===== src/design/phca_pkg.sv =====
package phca_pkg;

   localparam int DEF_MAX_TILE_PIXELS = 256;
   localparam int QUEUE_DEPTH         = 8;

   localparam int CHAN_W  = 8;
   localparam int LEVEL_W = 3;
   localparam int COST_W  = 12;
   localparam int AVG_W   = 12;
   localparam int COUNT_W = 9;
   localparam int X_W     = 18;
   localparam int RECIP_W = 19;
   localparam int PROD_W  = X_W + RECIP_W;

   localparam int CostMax    = 2560;
   localparam int DarkLimit  = 153;
   localparam int HueOffset  = 24;
   localparam int HueLow     = 24;
   localparam int HueHigh    = 239;
   localparam int ValueScale = 12;
   localparam int ValueBias  = 36;
   localparam int ValueMax   = 264;
   // cost = (640*v + 33) / 66, done as multiply by ceil(2^25 / 66)
   localparam int CostRecip  = 508401;
   localparam int CostShift  = 25;
   localparam int CostBias   = 33;

   typedef struct packed {
      logic [CHAN_W-1:0] red;
      logic [CHAN_W-1:0] green;
      logic [CHAN_W-1:0] blue;
      logic              last_pixel;
   } req_type;

   typedef struct packed {
      logic [AVG_W-1:0]   average_cost;
      logic [COUNT_W-1:0] counted_pixels;
   } rsp_type;

   // one classified pixel between front and back
   typedef struct packed {
      logic [COST_W-1:0] cost;
      logic              keep;
      logic              last;
   } item_type;

   typedef enum logic [1:0] {
      DIV_IDLE,
      DIV_RUN,
      DIV_DONE
   } div_state_type;

   // round to nearest multiple of 51, ties down: level k once c >= 51k - 25
   function automatic logic [LEVEL_W-1:0] chan_level(input logic [CHAN_W-1:0] c);
      logic [LEVEL_W-1:0] lvl;
      lvl = '0;
      if (c >= CHAN_W'(26))  lvl = LEVEL_W'(1);
      if (c >= CHAN_W'(77))  lvl = LEVEL_W'(2);
      if (c >= CHAN_W'(128)) lvl = LEVEL_W'(3);
      if (c >= CHAN_W'(179)) lvl = LEVEL_W'(4);
      if (c >= CHAN_W'(230)) lvl = LEVEL_W'(5);
      return lvl;
   endfunction

   // 60 / d for the spans that can occur
   function automatic logic [5:0] hue_step(input logic [LEVEL_W-1:0] d);
      logic [5:0] s;
      unique case (d)
         LEVEL_W'(1): s = 6'd60;
         LEVEL_W'(2): s = 6'd30;
         LEVEL_W'(3): s = 6'd20;
         LEVEL_W'(4): s = 6'd15;
         LEVEL_W'(5): s = 6'd12;
         default:     s = 6'd0;
      endcase
      return s;
   endfunction

endpackage


===== src/design/phca_front.sv =====
module phca_front #(
   parameter int DEPTH = 8
) (
   input  logic               clock,
   input  logic               reset,
   input  logic               push,
   output logic               full,
   input  phca_pkg::req_type  req_data,
   output logic               q_push,
   output phca_pkg::item_type q_item,
   input  logic               slot_release
);
   import phca_pkg::*;

   localparam int CRED_W = $clog2(DEPTH + 1);

   logic [CRED_W-1:0] credits_ff, credits_in;
   logic              accept;

   // stage a: raw pixel
   logic          a_valid_ff;
   req_type       a_pix_ff;
   // stage b: levels
   logic               b_valid_ff, b_dark_ff, b_last_ff;
   logic [LEVEL_W-1:0] b_r_ff, b_g_ff, b_b_ff;
   logic [CHAN_W+1:0]  raw_sum;
   // stage c: scaled value
   logic           c_valid_ff, c_keep_ff, c_last_ff, c_keep_in;
   logic [X_W-1:0] c_x_ff, c_x_in;
   // stage d: product
   logic              d_valid_ff, d_keep_ff, d_last_ff;
   logic [PROD_W-1:0] d_prod_ff;

   assign accept = push && !full;
   assign full   = (credits_ff == CRED_W'(DEPTH));

   always_comb begin
      credits_in = credits_ff;
      if (accept && !slot_release)
         credits_in = credits_ff + CRED_W'(1);
      else if (!accept && slot_release)
         credits_in = credits_ff - CRED_W'(1);
   end

   assign raw_sum = {2'b00, a_pix_ff.red} + {2'b00, a_pix_ff.green}
                  + {2'b00, a_pix_ff.blue};

   always_comb begin
      logic [LEVEL_W-1:0] mx, mn, d;
      logic [5:0]         step;
      logic signed [3:0]  delta;
      logic signed [10:0] prod, base, deg, hue;
      logic signed [11:0] vterm, value;
      logic               red_max;
      mx = b_r_ff;
      if (b_g_ff > mx) mx = b_g_ff;
      if (b_b_ff > mx) mx = b_b_ff;
      mn = b_r_ff;
      if (b_g_ff < mn) mn = b_g_ff;
      if (b_b_ff < mn) mn = b_b_ff;
      d       = mx - mn;
      step    = hue_step(d);
      red_max = 1'b0;
      priority if (b_r_ff == mx) begin
         red_max = 1'b1;
         delta   = $signed({1'b0, b_g_ff}) - $signed({1'b0, b_b_ff});
         base    = 11'sd0;
      end else if (b_g_ff == mx) begin
         delta = $signed({1'b0, b_b_ff}) - $signed({1'b0, b_r_ff});
         base  = 11'sd120;
      end else begin
         delta = $signed({1'b0, b_r_ff}) - $signed({1'b0, b_g_ff});
         base  = 11'sd240;
      end
      prod = 11'(delta * $signed({1'b0, step}));
      if (d == '0)
         deg = 11'sd0;
      else if (red_max && prod < 0)
         deg = prod + 11'sd360;
      else
         deg = base + prod;
      hue   = (deg > 11'sd2) ? deg + 11'(HueOffset) : deg;
      vterm = $signed({9'b0, mx}) * 12'(ValueScale) - 12'(ValueBias);
      priority if (hue <= 11'(HueLow))
         value = 12'(hue) + vterm;
      else if (hue >= 11'(HueHigh))
         value = 12'(hue) - vterm;
      else
         value = 12'(hue);
      c_keep_in = !b_dark_ff && value >= 12'sd0 && value <= 12'(ValueMax);
      // 640*v + 33
      c_x_in = {value[8:0], 9'b0} + {2'b00, value[8:0], 7'b0} + X_W'(CostBias);
   end

   always_ff @(posedge clock) begin
      if (reset) begin
         credits_ff <= '0;
         a_valid_ff <= 1'b0;
         b_valid_ff <= 1'b0;
         c_valid_ff <= 1'b0;
         d_valid_ff <= 1'b0;
      end else begin
         credits_ff <= credits_in;
         a_valid_ff <= accept;
         b_valid_ff <= a_valid_ff;
         c_valid_ff <= b_valid_ff;
         d_valid_ff <= c_valid_ff;
      end
   end

   always_ff @(posedge clock) begin
      a_pix_ff  <= req_data;
      b_r_ff    <= chan_level(a_pix_ff.red);
      b_g_ff    <= chan_level(a_pix_ff.green);
      b_b_ff    <= chan_level(a_pix_ff.blue);
      b_dark_ff <= raw_sum < (CHAN_W+2)'(DarkLimit);
      b_last_ff <= a_pix_ff.last_pixel;
      c_x_ff    <= c_x_in;
      c_keep_ff <= c_keep_in;
      c_last_ff <= b_last_ff;
      d_prod_ff <= PROD_W'(c_x_ff) * PROD_W'(CostRecip);
      d_keep_ff <= c_keep_ff;
      d_last_ff <= c_last_ff;
   end

   assign q_push      = d_valid_ff;
   assign q_item.cost = d_prod_ff[CostShift +: COST_W];
   assign q_item.keep = d_keep_ff;
   assign q_item.last = d_last_ff;

   a_credit_bound: assert property (@(posedge clock) disable iff (reset)
      credits_ff <= CRED_W'(DEPTH))
      else $error("credit count above queue depth");

   a_credit_cover: assert property (@(posedge clock) disable iff (reset)
      32'(credits_ff) >= $countones({a_valid_ff, b_valid_ff, c_valid_ff, d_valid_ff}))
      else $error("pipeline holds more pixels than credits taken");

   a_release_owed: assert property (@(posedge clock) disable iff (reset)
      slot_release |-> credits_ff != '0)
      else $error("slot released with no credit outstanding");

endmodule


===== src/design/phca_queue.sv =====
module phca_queue #(
   parameter int DEPTH = 8
) (
   input  logic               clock,
   input  logic               reset,
   input  logic               q_push,
   input  phca_pkg::item_type q_wdata,
   input  logic               q_pop,
   output logic               q_empty,
   output phca_pkg::item_type q_rdata
);
   import phca_pkg::*;

   localparam int PTR_W = (DEPTH > 1) ? $clog2(DEPTH) : 1;
   localparam int CNT_W = $clog2(DEPTH + 1);

   item_type         slot_ff [DEPTH];
   logic [PTR_W-1:0] wr_ptr_ff, wr_ptr_in, rd_ptr_ff, rd_ptr_in;
   logic [CNT_W-1:0] count_ff, count_in;

   assign wr_ptr_in = (wr_ptr_ff == PTR_W'(DEPTH - 1)) ? '0 : wr_ptr_ff + PTR_W'(1);
   assign rd_ptr_in = (rd_ptr_ff == PTR_W'(DEPTH - 1)) ? '0 : rd_ptr_ff + PTR_W'(1);

   always_comb begin
      count_in = count_ff;
      if (q_push && !q_pop)
         count_in = count_ff + CNT_W'(1);
      else if (!q_push && q_pop)
         count_in = count_ff - CNT_W'(1);
   end

   always_ff @(posedge clock) begin
      if (reset) begin
         wr_ptr_ff <= '0;
         rd_ptr_ff <= '0;
         count_ff  <= '0;
      end else begin
         if (q_push) wr_ptr_ff <= wr_ptr_in;
         if (q_pop)  rd_ptr_ff <= rd_ptr_in;
         count_ff <= count_in;
      end
   end

   always_ff @(posedge clock) begin
      if (q_push)
         slot_ff[wr_ptr_ff] <= q_wdata;
   end

   assign q_empty = (count_ff == '0);
   assign q_rdata = slot_ff[rd_ptr_ff];

   a_no_overflow: assert property (@(posedge clock) disable iff (reset)
      q_push && !q_pop |-> count_ff != CNT_W'(DEPTH))
      else $error("write into a full queue");

   a_no_underflow: assert property (@(posedge clock) disable iff (reset)
      q_pop |-> !q_empty)
      else $error("read from an empty queue");

   a_ptr_agree: assert property (@(posedge clock) disable iff (reset)
      q_empty |-> wr_ptr_ff == rd_ptr_ff)
      else $error("pointers differ while queue is empty");

endmodule


===== src/design/phca_back.sv =====
module phca_back #(
   parameter int MAX_TILE_PIXELS = phca_pkg::DEF_MAX_TILE_PIXELS
) (
   input  logic               clock,
   input  logic               reset,
   input  logic               q_empty,
   input  phca_pkg::item_type q_rdata,
   output logic               q_pop,
   output logic               empty,
   input  logic               pop,
   output phca_pkg::rsp_type  rsp_data
);
   import phca_pkg::*;

   localparam int CNT_W  = $clog2(MAX_TILE_PIXELS + 1);
   localparam int SUM_W  = $clog2(MAX_TILE_PIXELS * CostMax + 1);
   localparam int NUM_W  = SUM_W + 1;
   localparam int QUO_W  = AVG_W;
   localparam int STEP_W = $clog2(QUO_W);

   div_state_type     state_ff, state_in;
   logic [SUM_W-1:0]  sum_ff, sum_in;
   logic [CNT_W-1:0]  count_ff, count_in;
   logic [NUM_W-1:0]  numer;
   logic [CNT_W-1:0]  den_ff, rem_ff, rem_in;
   logic [QUO_W-1:0]  dvd_ff, dvd_in;
   logic [STEP_W-1:0] step_ff;
   logic [CNT_W:0]    trial, diff;
   logic              ge, div_free, add, close;

   // accumulate
   assign add   = q_pop && q_rdata.keep && (count_ff < CNT_W'(MAX_TILE_PIXELS));
   assign close = q_pop && q_rdata.last;

   always_comb begin
      sum_in   = sum_ff;
      count_in = count_ff;
      if (add) begin
         sum_in   = sum_ff + SUM_W'(q_rdata.cost);
         count_in = count_ff + CNT_W'(1);
      end
   end

   // rounded mean: (sum + count/2) / count
   assign numer = NUM_W'(sum_in) + NUM_W'(count_in >> 1);

   // restoring divide, one quotient bit per cycle
   assign trial  = {rem_ff, dvd_ff[QUO_W-1]};
   assign ge     = trial >= {1'b0, den_ff};
   assign diff   = trial - {1'b0, den_ff};
   assign rem_in = ge ? diff[CNT_W-1:0] : trial[CNT_W-1:0];
   assign dvd_in = {dvd_ff[QUO_W-2:0], ge};

   always_comb begin
      state_in = state_ff;
      unique case (state_ff)
         DIV_IDLE: if (close) state_in = DIV_RUN;
         DIV_RUN:  if (step_ff == STEP_W'(QUO_W - 1)) state_in = DIV_DONE;
         DIV_DONE: if (pop) state_in = DIV_IDLE;
         default:  state_in = DIV_IDLE;
      endcase
   end

   always_comb begin
      div_free = (state_ff == DIV_IDLE);
      empty    = (state_ff != DIV_DONE);
      q_pop    = !q_empty && (!q_rdata.last || div_free);
   end

   always_ff @(posedge clock) begin
      if (reset) begin
         state_ff <= DIV_IDLE;
         sum_ff   <= '0;
         count_ff <= '0;
         step_ff  <= '0;
      end else begin
         state_ff <= state_in;
         if (close) begin
            sum_ff   <= '0;
            count_ff <= '0;
         end else begin
            sum_ff   <= sum_in;
            count_ff <= count_in;
         end
         if (state_ff == DIV_RUN)
            step_ff <= step_ff + STEP_W'(1);
         else
            step_ff <= '0;
      end
   end

   always_ff @(posedge clock) begin
      if (close) begin
         den_ff <= count_in;
         rem_ff <= CNT_W'(numer[NUM_W-1:QUO_W]);
         dvd_ff <= numer[QUO_W-1:0];
      end else if (state_ff == DIV_RUN) begin
         rem_ff <= rem_in;
         dvd_ff <= dvd_in;
      end
   end

   assign rsp_data.average_cost   = (den_ff == '0) ? '0 : dvd_ff;
   assign rsp_data.counted_pixels = COUNT_W'(den_ff);

   a_count_bound: assert property (@(posedge clock) disable iff (reset)
      count_ff <= CNT_W'(MAX_TILE_PIXELS))
      else $error("pixel count above tile limit");

   a_rem_bound: assert property (@(posedge clock) disable iff (reset)
      state_ff == DIV_RUN && den_ff != '0 |-> rem_ff < den_ff)
      else $error("partial remainder not below divisor");

   a_close_when_free: assert property (@(posedge clock) disable iff (reset)
      close |-> state_ff == DIV_IDLE)
      else $error("tile closed while divider busy");

   a_result_bound: assert property (@(posedge clock) disable iff (reset)
      !empty |-> rsp_data.average_cost <= AVG_W'(CostMax))
      else $error("mean cost out of range");

endmodule


===== src/design/pixel_block_hue_cost_average_unit.sv =====
// Channel   Ports                           Direction
// req       push, full, req_data            in   (pixel, last_pixel closes tile)
// rsp       empty, pop, rsp_data            out  (one result per tile)
//
// Pixels enter at one per cycle unless full; a four-stage classify pipeline
// feeds an eight-entry queue ahead of the accumulator, which takes one pixel
// per cycle unless stalled. A tile's closing pixel starts a restoring divide
// for the mean; the next tile keeps accumulating meanwhile, but its closing
// pixel waits until the previous result is popped. Synchronous reset clears
// all control state. full rises once queue and pipeline hold eight pixels.
module pixel_block_hue_cost_average_unit #(
   parameter int MAX_TILE_PIXELS = phca_pkg::DEF_MAX_TILE_PIXELS,
   parameter int QUEUE_DEPTH     = phca_pkg::QUEUE_DEPTH
) (
   input  logic              clock,
   input  logic              reset,
   input  logic              push,
   output logic              full,
   input  phca_pkg::req_type req_data,
   output logic              empty,
   input  logic              pop,
   output phca_pkg::rsp_type rsp_data
);
   import phca_pkg::*;

   logic     q_push, q_pop, q_empty;
   item_type q_wdata, q_rdata;

   phca_front #(
      .DEPTH(QUEUE_DEPTH)
   ) u_front (
      .clock       (clock),
      .reset       (reset),
      .push        (push),
      .full        (full),
      .req_data    (req_data),
      .q_push      (q_push),
      .q_item      (q_wdata),
      .slot_release(q_pop)
   );

   phca_queue #(
      .DEPTH(QUEUE_DEPTH)
   ) u_queue (
      .clock  (clock),
      .reset  (reset),
      .q_push (q_push),
      .q_wdata(q_wdata),
      .q_pop  (q_pop),
      .q_empty(q_empty),
      .q_rdata(q_rdata)
   );

   phca_back #(
      .MAX_TILE_PIXELS(MAX_TILE_PIXELS)
   ) u_back (
      .clock   (clock),
      .reset   (reset),
      .q_empty (q_empty),
      .q_rdata (q_rdata),
      .q_pop   (q_pop),
      .empty   (empty),
      .pop     (pop),
      .rsp_data(rsp_data)
   );

endmodule

===== config.mk =====
export PLATFORM = sky130hd
export DESIGN_NAME = pixel_block_hue_cost_average_unit
export DESIGN_NICKNAME = d
export VERILOG_FILES = /design/src/design/phca_pkg.sv /design/src/design/phca_front.sv /design/src/design/phca_queue.sv /design/src/design/phca_back.sv /design/src/design/pixel_block_hue_cost_average_unit.sv
export SDC_FILE = /design/constraint.sdc
export NUM_CORES = 1
export LEC_CHECK = 0
export BUFFER_PORTS_ARGS = -buffer_cell sky130_fd_sc_hd__buf_2
export CAP_MARGIN = 5
export CELL_PAD_IN_SITES_DETAIL_PLACEMENT = 1
export CELL_PAD_IN_SITES_GLOBAL_PLACEMENT = 1
export CORE_ASPECT_RATIO = 1.1
export CORE_MARGIN = 8
export CORE_UTILIZATION = 55
export CTS_CLUSTER_DIAMETER = 40
export DETAILED_ROUTE_END_ITERATION = 7
export PLACE_DENSITY = 0.88
export SLEW_MARGIN = 10
export SYNTH_ARGS = -nofsm -noshare
export SYNTH_HDL_FRONTEND = slang
export SYNTH_HIERARCHICAL = 1
export SYNTH_SLANG_ARGS = --single-unit

===== constraint.sdc =====
create_clock -name clock -period 27.9 [get_ports clock]
set_input_delay 5.58 -clock clock [delete_from_list [all_inputs] [get_ports clock]]
set_output_delay 5.58 -clock clock [all_outputs]
set_load 0.01 [all_outputs]

==> results.yml, run 1 <==
clock_network:
  post_cts_buffers: 0
  clockRootBuffer: "clkbuf_16"
  clock_path_buffers: 3
  postCtsHoldBufs: 0
  clk-insertion-delay-late_ns: 0.56
  clk_pin_slew_ns: 0.06
  cts_max_level: 2
  cts_resized: 0
  cts.sinks: 261
  cts_buffers: 40
  cts_tree: "yes"
synth:
  synth_edf_count: 142
  yosys_warnings: 6
  avgSynthCellArea_sq_um: 10.40
  yosysUniqueCellTypes: 102
  syn_nets: 2182
  synth_top_cell_by_area: "edfxtp_1"
  ys_ff_latch: 261
  synth_common_cells: "ha_1, inv_1, nor2_1"
  synth_async_sr_flop_share_pct: 0
  ys.flop_type: "edfxtp_1"
  syn_inst: 1848
  yosysSeqAreaShare_pct: 34.58
  yosys.cell_count.top_type: "ha_1"
  netlist.area_leader.share_pct: 22.18
  synthTopCellsByArea: "edfxtp_1, ha_1, dfxtp_1, fa_1, mux4_1"
  syn_area_sq_um: 19220
route:
  drt.antenna.violating_nets: 0
  drt-total-wl_um: 59480
  vias: 15240
  drtPass1Iterations: 7
  route.detailed.drc: 0
  avgRoutedWirePerCell_um: 24.95
  detail_route.vias_per_cell: 6.393
  drt_iter0_markers: 965
setup_path:
  start_kind: "register"
  cp.required_ns: 28.34
  slowest_stage: "o21bai_1"
  worst_setup_path_end_kind: "register"
  path_class: "register to register"
  critical-path-top-delay-family: "adder cells"
  max_stage_delay_ns: 0.90
  rrSetupSlack_ns: 11.68
  cp_num_buf_inv: 5
  crit_fanout: 15
  arrival_ns: 16.66
timing:
  min_period_ns: 16.22
  finClkSkew_ns: 0.04817
  relSlewSlack_pct: 20.71
  hold_violations: 0
  setup_viol_count_final: 0
  post-route-period-util_pct: 58.15
  setup_tns_ns: 0
  rsz0062_at_grt: "no"
  timing.fmax_ghz: 0.06164
  tightest_slew_ns: 1.189
  slew_violations: 0
floorplanning:
  die_area_sq_um: 41190
  start_util_pct: 55.28
  die_w_um: 194.2
  core_region_area_sq_um: 34770
  pin_count: 52
  rows: 72
  die_y_um: 212.1
status:
  outcome: "finished, final reports clean"
layout:
  synthToLayoutAreaGrowth_pct: 10.91
  layout.nets: 2243
  num_antenna_cells: 0
  layout-drive-gt1-share_pct: 10.98
placed_design:
  io_buffers: 51
  globalplace.congestion: 0.9014
  place_hpwl_um: 41260
global_route:
  grt_pass1_vias: 17020
  overflow: 0
  grt_pass1_wl_um: 93870
  grtUsageTotal_pct: 28.59
  grt_max_degree: 41
  antenna_found_initial: 0
run:
  cap_violations: 0
hold_path:
  hold_class: "register to register"
## through the flow
stage / utilization, % / setup WS (ns) / instance area [sq um] / hold slack (ns) / std cells
after detailed placement: 57.23 / 12.27 / 19900 / 0.3221 / 2311
after floorplan: - / 14.98 / 19220 / 0.3096 / 1848
after CTS: 61.30 / 11.93 / 21320 / 0.3340 / 2384
after global routing: 61.31 / 10.82 / 21320 / 0.3409 / 2384
final: 61.31 / 11.68 / 21320 / 0.3313 / 2384
after global placement: 57.23 / 12.91 / 19900 / 0.3192 / 2311
## cell type report
cell class                      instances  area (sq um)
Clock inverter                         26         325.3
Fill cell                            3745         13450
Tap cell                              444         555.5
Multi-Input combinational cell       1383         11760
Inverter                              162         608.1
Clock buffer                           47          1090
Sequential cell                       261          6646
Timing Repair Buffer                   61         330.3
## sequential cells by signal, summed over array words and instances (netlist names), 2 cells and up, named ones only
| name | count |
|---|---|
| u_back/count_ff | 9 |
| u_back/den_ff | 9 |
| u_back/dvd_ff | 12 |
| u_back/rem_ff | 9 |
| u_back/state_ff | 2 |
| u_back/step_ff | 4 |
| u_back/sum_ff | 20 |
| u_front/a_pix_ff | 25 |
| u_front/b_b_ff | 3 |
| u_front/b_g_ff | 3 |
| u_front/b_r_ff | 3 |
| u_front/c_x_ff | 11 |
| u_front/credits_ff | 4 |
| u_front/d_prod_ff | 12 |
| u_queue/count_ff | 4 |
| u_queue/rd_ptr_ff | 3 |
| u_queue/slot_ff | 112 |
| u_queue/wr_ptr_ff | 3 |
## logic make-up (layout without fill, tap and decap cells)
kind of cell	after synthesis	count (layout)	synth area share, %
multiplexers	66	66	5.884
adder cells (fa/ha/maj)	305	305	23.21
flip-flops	261	261	34.58
AND/OR/NAND/NOR	519	519	13.38
AO/OA/AOI/OAI	376	376	13.25
buffers and inverters	204	296	4.361
XOR/XNOR	117	117	5.331
## worst paths after layout
path / end / cells after the start / from
worst min-delay path: u_front/b_last_ff$_DFF_P_ / 0 / u_front/a_pix_ff[0]$_DFF_P_
worst min register to register: u_front/b_last_ff$_DFF_P_ / 0 / u_front/a_pix_ff[0]$_DFF_P_
worst max register to register: u_front/c_x_ff[17]$_DFF_P_ / 54 / u_front/b_r_ff[0]$_SDFF_PP1_
worst max-delay path: u_front/c_x_ff[17]$_DFF_P_ / 54 / u_front/b_r_ff[0]$_SDFF_PP1_
## cells in the final DEF (no fill, tap or decap), drive strengths merged, types with 10 or more instances in the layout
cell type  synthesis  routed
nand2            115     115
or2               14      14
a21oi            113     113
edfxtp           142     142
xor2              42      42
o21bai            10      10
mux2              21      21
nand4             13      13
and2              27      27
dfxtp            119     119
nand3             26      26
nor3              41      41
nor2             159     159
xnor2             75      75
o211ai            17      17
buf               22      61
clkbuf            20      47
a21o              28      28
ha               219     219
nand2b            23      23
a211oi            12      12
mux4              28      28
nor4              15      15
o21a              20      20
fa                86      86
o21ai             77      77
inv              162     173
a31oi             17      17
and3              13      13
a211o             10      10
or3               14      14
nor2b             37      37
mux2i             17      17
## routing by layer
| metal | vias to the layer above | track usage [%] | wire length, um |
|---|---|---|---|
| met5 | - | 0 | 0 |
| met4 | 0 | 16.02 | 3416 |
| met3 | 251 | 4.591 | 3023 |
| met2 | 646 | 52.98 | 30650 |
| met1 | 7592 | 30.92 | 22390 |
| li1 | 6751 | - | - |
Power of run 1 is left out: the tool's default activity adds up to more than one toggle a clock period on the data nets, which glitch-free logic cannot reach.
==> inputs of run 2 (changes only) <==
--- a/config.mk
+++ b/config.mk
@@ -11,10 +11,10 @@
 export CELL_PAD_IN_SITES_GLOBAL_PLACEMENT = 1
 export CORE_ASPECT_RATIO = 1.1
 export CORE_MARGIN = 8
-export CORE_UTILIZATION = 55
+export CORE_UTILIZATION = 46
 export CTS_CLUSTER_DIAMETER = 40
 export DETAILED_ROUTE_END_ITERATION = 7
-export PLACE_DENSITY = 0.88
+export PLACE_DENSITY = 0.79
 export SLEW_MARGIN = 10
 export SYNTH_ARGS = -nofsm -noshare
 export SYNTH_HDL_FRONTEND = slang
==> constraint.sdc (replaced) <==
create_clock -name clock -period 13.9 [get_ports clock]
set_input_delay 2.78 -clock clock [delete_from_list [all_inputs] [get_ports clock]]
set_output_delay 2.78 -clock clock [all_outputs]
set_load 0.01 [all_outputs]
==> run 2 against run 1 <==
- cell area rose by 1.5%
- flip-flop and latch count did not move
- utilization fell by 8.9 points
- global-route usage fell by 7.8 points
- via count fell by 6.4%
- clock skew fell by 0.019 ns
- non-clock buffer count rose by 11
==> results.yml, run 2 (synthesized netlist as in run 1, its figures left out) <==
status:
  outcome: "finished, final reports clean"
clock_network:
  cts_max_level: 2
  clk_pin_slew_ns: 0.05
  clockRootBuffer: "clkbuf_16"
  postCtsHoldBufs: 0
  clock_path_buffers: 3
  cts_tree: "yes"
  cts_buffers: 41
  clk-insertion-delay-late_ns: 0.54
  cts.sinks: 261
layout:
  final_common_cell: "ha_1"
  top_register: "u_queue/slot_ff"
  layout.cells.most_common_list: "ha_1, inv_1, nor2_1, edfxtp_1, dfxtp_1"
  num_antenna_cells: 0
  layout.nets: 2255
  synthToLayoutAreaGrowth_pct: 12.60
  post-route-util_pct: 52.43
  finalNonFillerCells: 2512
  largest_reg_flops: 112
  reg_top3: "u_queue/slot_ff x112, u_front/a_pix_ff x25, u_back/sum_ff x20"
  layout-drive-gt1-share_pct: 12.40
route:
  avgRoutedWirePerCell_um: 19.89
  vias: 14270
  drt.antenna.violating_nets: 0
  route.detailed.drc: 0
  drtPass1Iterations: 5
  drt_iter0_markers: 726
  drt-total-wl_um: 49980
  detail_route.vias_per_cell: 5.682
setup_path:
  reg2reg_from: "u_front/b_r_ff[0]$_SDFF_PP1_"
  r2r_cells: 53
  cp.required_ns: 14.30
  r2r-end: "u_front/c_x_ff[17]$_DFF_P_"
  path_class: "register to register"
  arrival_ns: 13.52
  crit_fanout: 7
  worst_setup_path_end_kind: "register"
  max_stage_delay_ns: 0.60
  start_kind: "register"
  cpMostUsedCell: "ha_1"
  slowest_stage: "fa_2"
  rrSetupSlack_ns: 0.77
timing:
  min_period_ns: 13.13
  setup_slack_ns: 0.7734
  slew_violations: 0
  hold_violations: 0
  relSlewSlack_pct: 28.07
  tightest_slew_ns: 1.079
  hold_ws_ns: 0.3188
  finClkSkew_ns: 0.02960
  post-route-period-util_pct: 94.44
  rsz0062_at_grt: "no"
  timing.fmax_ghz: 0.07618
  setup_viol_count_final: 0
floorplanning:
  rows: 78
  die_y_um: 230.4
  die_w_um: 210.9
  die_area_sq_um: 48590
  pin_count: 52
  core_region_area_sq_um: 41280
  start_util_pct: 46.56
hold_path:
  hold_class: "register to register"
  hp-start: "u_front/c_keep_ff$_DFF_P_"
  hold-path-endpoint: "u_front/d_keep_ff$_DFF_P_"
  whs_path_depth: 0
global_route:
  grtUsageTotal_pct: 20.78
  grt_max_degree: 42
  overflow: 0
  grt_pass1_vias: 15870
  grt_pass1_wl_um: 82640
  antenna_found_initial: 0
placed_design:
  place_hpwl_um: 38670
  dp_cells: 2437
  io_buffers: 51
  dp_worst_setup_slack_ns: -0.1061
  globalplace.congestion: 0.8609
run:
  cap_violations: 0
==> run 2: worst max-delay path by stage <==
stage                                 start                    endpoint  slack (ns)  depth (start not counted)
3_5_place_dp   u_front/b_g_ff[1]$_SDFF_PP0_  u_front/c_x_ff[17]$_DFF_P_       -0.11                         52
4_1_cts        u_front/b_g_ff[1]$_SDFF_PP0_  u_front/c_x_ff[17]$_DFF_P_        0.12                         54
5_1_grt        u_front/b_g_ff[0]$_SDFF_PP1_  u_front/c_x_ff[17]$_DFF_P_        0.03                         56
6_report       u_front/b_r_ff[0]$_SDFF_PP1_  u_front/c_x_ff[17]$_DFF_P_        0.77                         53
3_3_place_gp   u_front/b_r_ff[0]$_SDFF_PP1_  u_front/c_x_ff[17]$_DFF_P_        0.57                         54
2_1_floorplan  u_front/b_r_ff[0]$_SDFF_PP1_  u_front/c_x_ff[17]$_DFF_P_        0.98                         56
==> run 2: through the flow <==
stage | TNS (ns) | instance area (sq um)
after global routing | 0 | 21640
after CTS | 0 | 21570
final | 0 | 21640
after floorplan | 0 | 19220
after detailed placement | -0.1061 | 20130
after global placement | 0 | 20130
==> run 2: cell type report <==
cell class              instances  area, sq um
clock buffers                  50         1154
clock inverters                24        281.5
fillers                      4526        19640
inverters                     162        608.1
multi-input cells            1383        11840
flip-flops and latches        261         6648
well taps                     560        700.7
repair buffers                 72        412.9
==> run 2: layer usage <==
layer / GRT usage (%) / share of wire [%]
met1: 23.82 / 41
met2: 39.35 / 53
met3: 2.765 / 2.8
met4: 6.499 / 2.9
met5: 0 / 0
==> run 2: timing repair <==
item / in CTS / in global routing
setup endpoints to repair: 2 / 6
pin swaps: 1 / 0
setup buffers: 1 / 0
resized for setup: 1 / 17
==> run 2: critical path, delay by kind of cell, from the launching register on <==
| family | cells | cell delay, ns |
|---|---|---|
| buffers and inverters | 6 | 0.52 |
| AO/OA/AOI/OAI | 16 | 3.82 |
| multiplexers | 1 | 0.24 |
| flip-flops | 1 | 0.38 |
| adder cells (fa/ha/maj) | 15 | 5.34 |
| AND/OR/NAND/NOR | 13 | 2.40 |
| XOR/XNOR | 2 | 0.28 |
Power of run 2 is left out for the same reason.
==> inputs of run 3 (changes only) <==
==> constraint.sdc (replaced) <==
create_clock -name clock -period 11.85 [get_ports clock]
set_input_delay 2.37 -clock clock [delete_from_list [all_inputs] [get_ports clock]]
set_output_delay 2.37 -clock clock [all_outputs]
set_load 0.01 [all_outputs]
==> run 3 against run 2 <==
- the flow now finishes with violations (setup timing)
- register-to-register slack worse by 0.83 ns
- clock skew is 0.013 ns higher
- routed wire length grew 6.0%
- critical path depth fell by 3
- sequential share of layout area down 1.2 points
- global-route usage is 0.71 points higher
- non-clock buffer count increased by 70
- die area unchanged
- utilization increased by 2.1 points
- hold slack gained 0.012 ns
==> results.yml, run 3 (synthesized netlist as in run 1, its figures left out) <==
route:
  route.detailed.drc: 0
  drt.antenna.violating_nets: 0
  drtPass1Iterations: 5
  drt-total-wl_um: 52970
  avgRoutedWirePerCell_um: 20.53
  detail_route.vias_per_cell: 5.674
  vias: 14640
  drt_iter0_markers: 627
timing:
  slew_violations: 0
  post-route-period-util_pct: 100.5
  relSlewSlack_pct: 21.51
  min_period_ns: 11.91
  timing.fmax_ghz: 0.08396
  finClkSkew_ns: 0.04226
  setup_tns_ns: -0.1076
  hold_violations: 0
  hold_ws_ns: 0.3307
  setup_slack_ns: -0.05999
  setup_viol_count_final: 2
  rsz0062_at_grt: "yes"
  tightest_slew_ns: 1.169
layout:
  top_register: "u_queue/slot_ff"
  largest_reg_flops: 112
  synthToLayoutAreaGrowth_pct: 17.07
  final_common_cell: "ha_1"
  layout.cells.most_common_list: "ha_1, inv_1, edfxtp_1, nor2_1, dfxtp_1"
  layout.nets: 2323
  reg_top3: "u_queue/slot_ff x112, u_front/a_pix_ff x25, u_back/sum_ff x20"
  num_antenna_cells: 0
  layout-drive-gt1-share_pct: 18.76
  num-fill-cells: 4486
clock_network:
  clk_pin_slew_ns: 0.05
  clockRootBuffer: "clkbuf_16"
  clock_path_buffers: 3
  cts_buffers: 39
  cts.sinks: 261
  postCtsHoldBufs: 0
  cts_tree: "yes"
  cts_max_level: 2
  clk-insertion-delay-late_ns: 0.56
placed_design:
  globalplace.congestion: 0.8916
  dp_worst_setup_slack_ns: -0.2281
  place_hpwl_um: 38680
  io_buffers: 51
setup_path:
  crit_fanout: 5
  max_stage_delay_ns: 0.53
  worst_setup_path_end_kind: "register"
  cp.required_ns: 12.30
  slowest_stage: "fa_1"
  start_kind: "register"
  path_class: "register to register"
  arrival_ns: 12.36
floorplanning:
  rows: 78
  core_region_area_sq_um: 41280
  die_w_um: 210.9
  die_area_sq_um: 48590
  start_util_pct: 46.56
  pin_count: 52
  die_y_um: 230.4
hold_path:
  hold_class: "register to register"
status:
  violations: "setup timing"
  outcome: "finished with violations"
global_route:
  grt_pass1_wl_um: 84780
  grt_pass1_vias: 16230
  grt_max_degree: 42
  antenna_found_initial: 0
  grtUsageTotal_pct: 21.49
  overflow: 0
run:
  cap_violations: 0
==> run 3: cell types whose count changed in the layout (fill, tap and decap cells not counted), moves of 7 or more <==
cell,delta
inv_2,+7
nor2_2,+8
a21oi_1,-12
a21oi_2,+11
ha_1,-12
ha_4,+10
inv_1,-8
nor2_1,-9
buf_4,+69
==> run 3: worst max-delay path, delay by kind of cell (launching register included) <==
family / cells / cell delay (ns)
flip-flops: 1 / 0.35
buffers and inverters: 5 / 0.28
adder cells (fa/ha/maj): 13 / 4.35
multiplexers: 2 / 0.39
AND/OR/NAND/NOR: 12 / 2.91
XOR/XNOR: 2 / 0.35
AO/OA/AOI/OAI: 16 / 3.19
==> run 3: final cells by class <==
cell class                      count  area (sq um)  area share [%]
Timing Repair Buffer              142         942.2           4.187
Multi-Input combinational cell   1383         12220           54.31
Clock buffer                       46          1065           4.731
Clock inverter                     26         311.5           1.384
Inverter                          162         610.6           2.713
Tap cell                          560         700.7           3.114
Sequential cell                   261          6651           29.56
==> run 3: stage by stage <==
| step | util [%] | std cells | instance area (sq um) |
|---|---|---|---|
| 2_1_floorplan | - | 1848 | 19460 |
| 3_3_place_gp | 50.08 | 2480 | 20670 |
| 3_5_place_dp | 50.08 | 2480 | 20670 |
| 4_1_cts | 53.68 | 2562 | 22160 |
| 5_1_grt | 54.51 | 2580 | 22500 |
| 6_report | 54.51 | 2580 | 22500 |
==> run 3: routing by layer <==
metal	track usage (%)	wire length (um)	up-vias	share of wire (%)
li1	-	-	6923	-
met1	24.30	21420	7296	40
met2	40.10	27750	278	52
met3	2.968	1621	142	3.1
met4	8.709	2178	0	4.1
met5	0	0	-	0
==> run 3: final timing paths <==
| path | start | to | slack, ns | cells past startpoint |
|---|---|---|---|---|
| setup / recovery | u_front/b_r_ff[0]$_SDFF_PP1_ | u_front/c_x_ff[16]$_DFF_P_ | -0.06 | 50 |
| hold / removal | u_front/a_pix_ff[0]$_DFF_P_ | u_front/b_last_ff$_DFF_P_ | 0.33 | 0 |
| setup reg to reg | u_front/b_r_ff[0]$_SDFF_PP1_ | u_front/c_x_ff[16]$_DFF_P_ | -0.06 | 50 |
| hold reg to reg | u_front/a_pix_ff[0]$_DFF_P_ | u_front/b_last_ff$_DFF_P_ | 0.33 | 0 |
==> run 3: repair_timing <==
action,in CTS,in global routing
setup endpoints to repair,5,7
pin swaps,10,62
resized for setup,7,49
setup buffers,10,19
Power of run 3 is left out for the same reason.
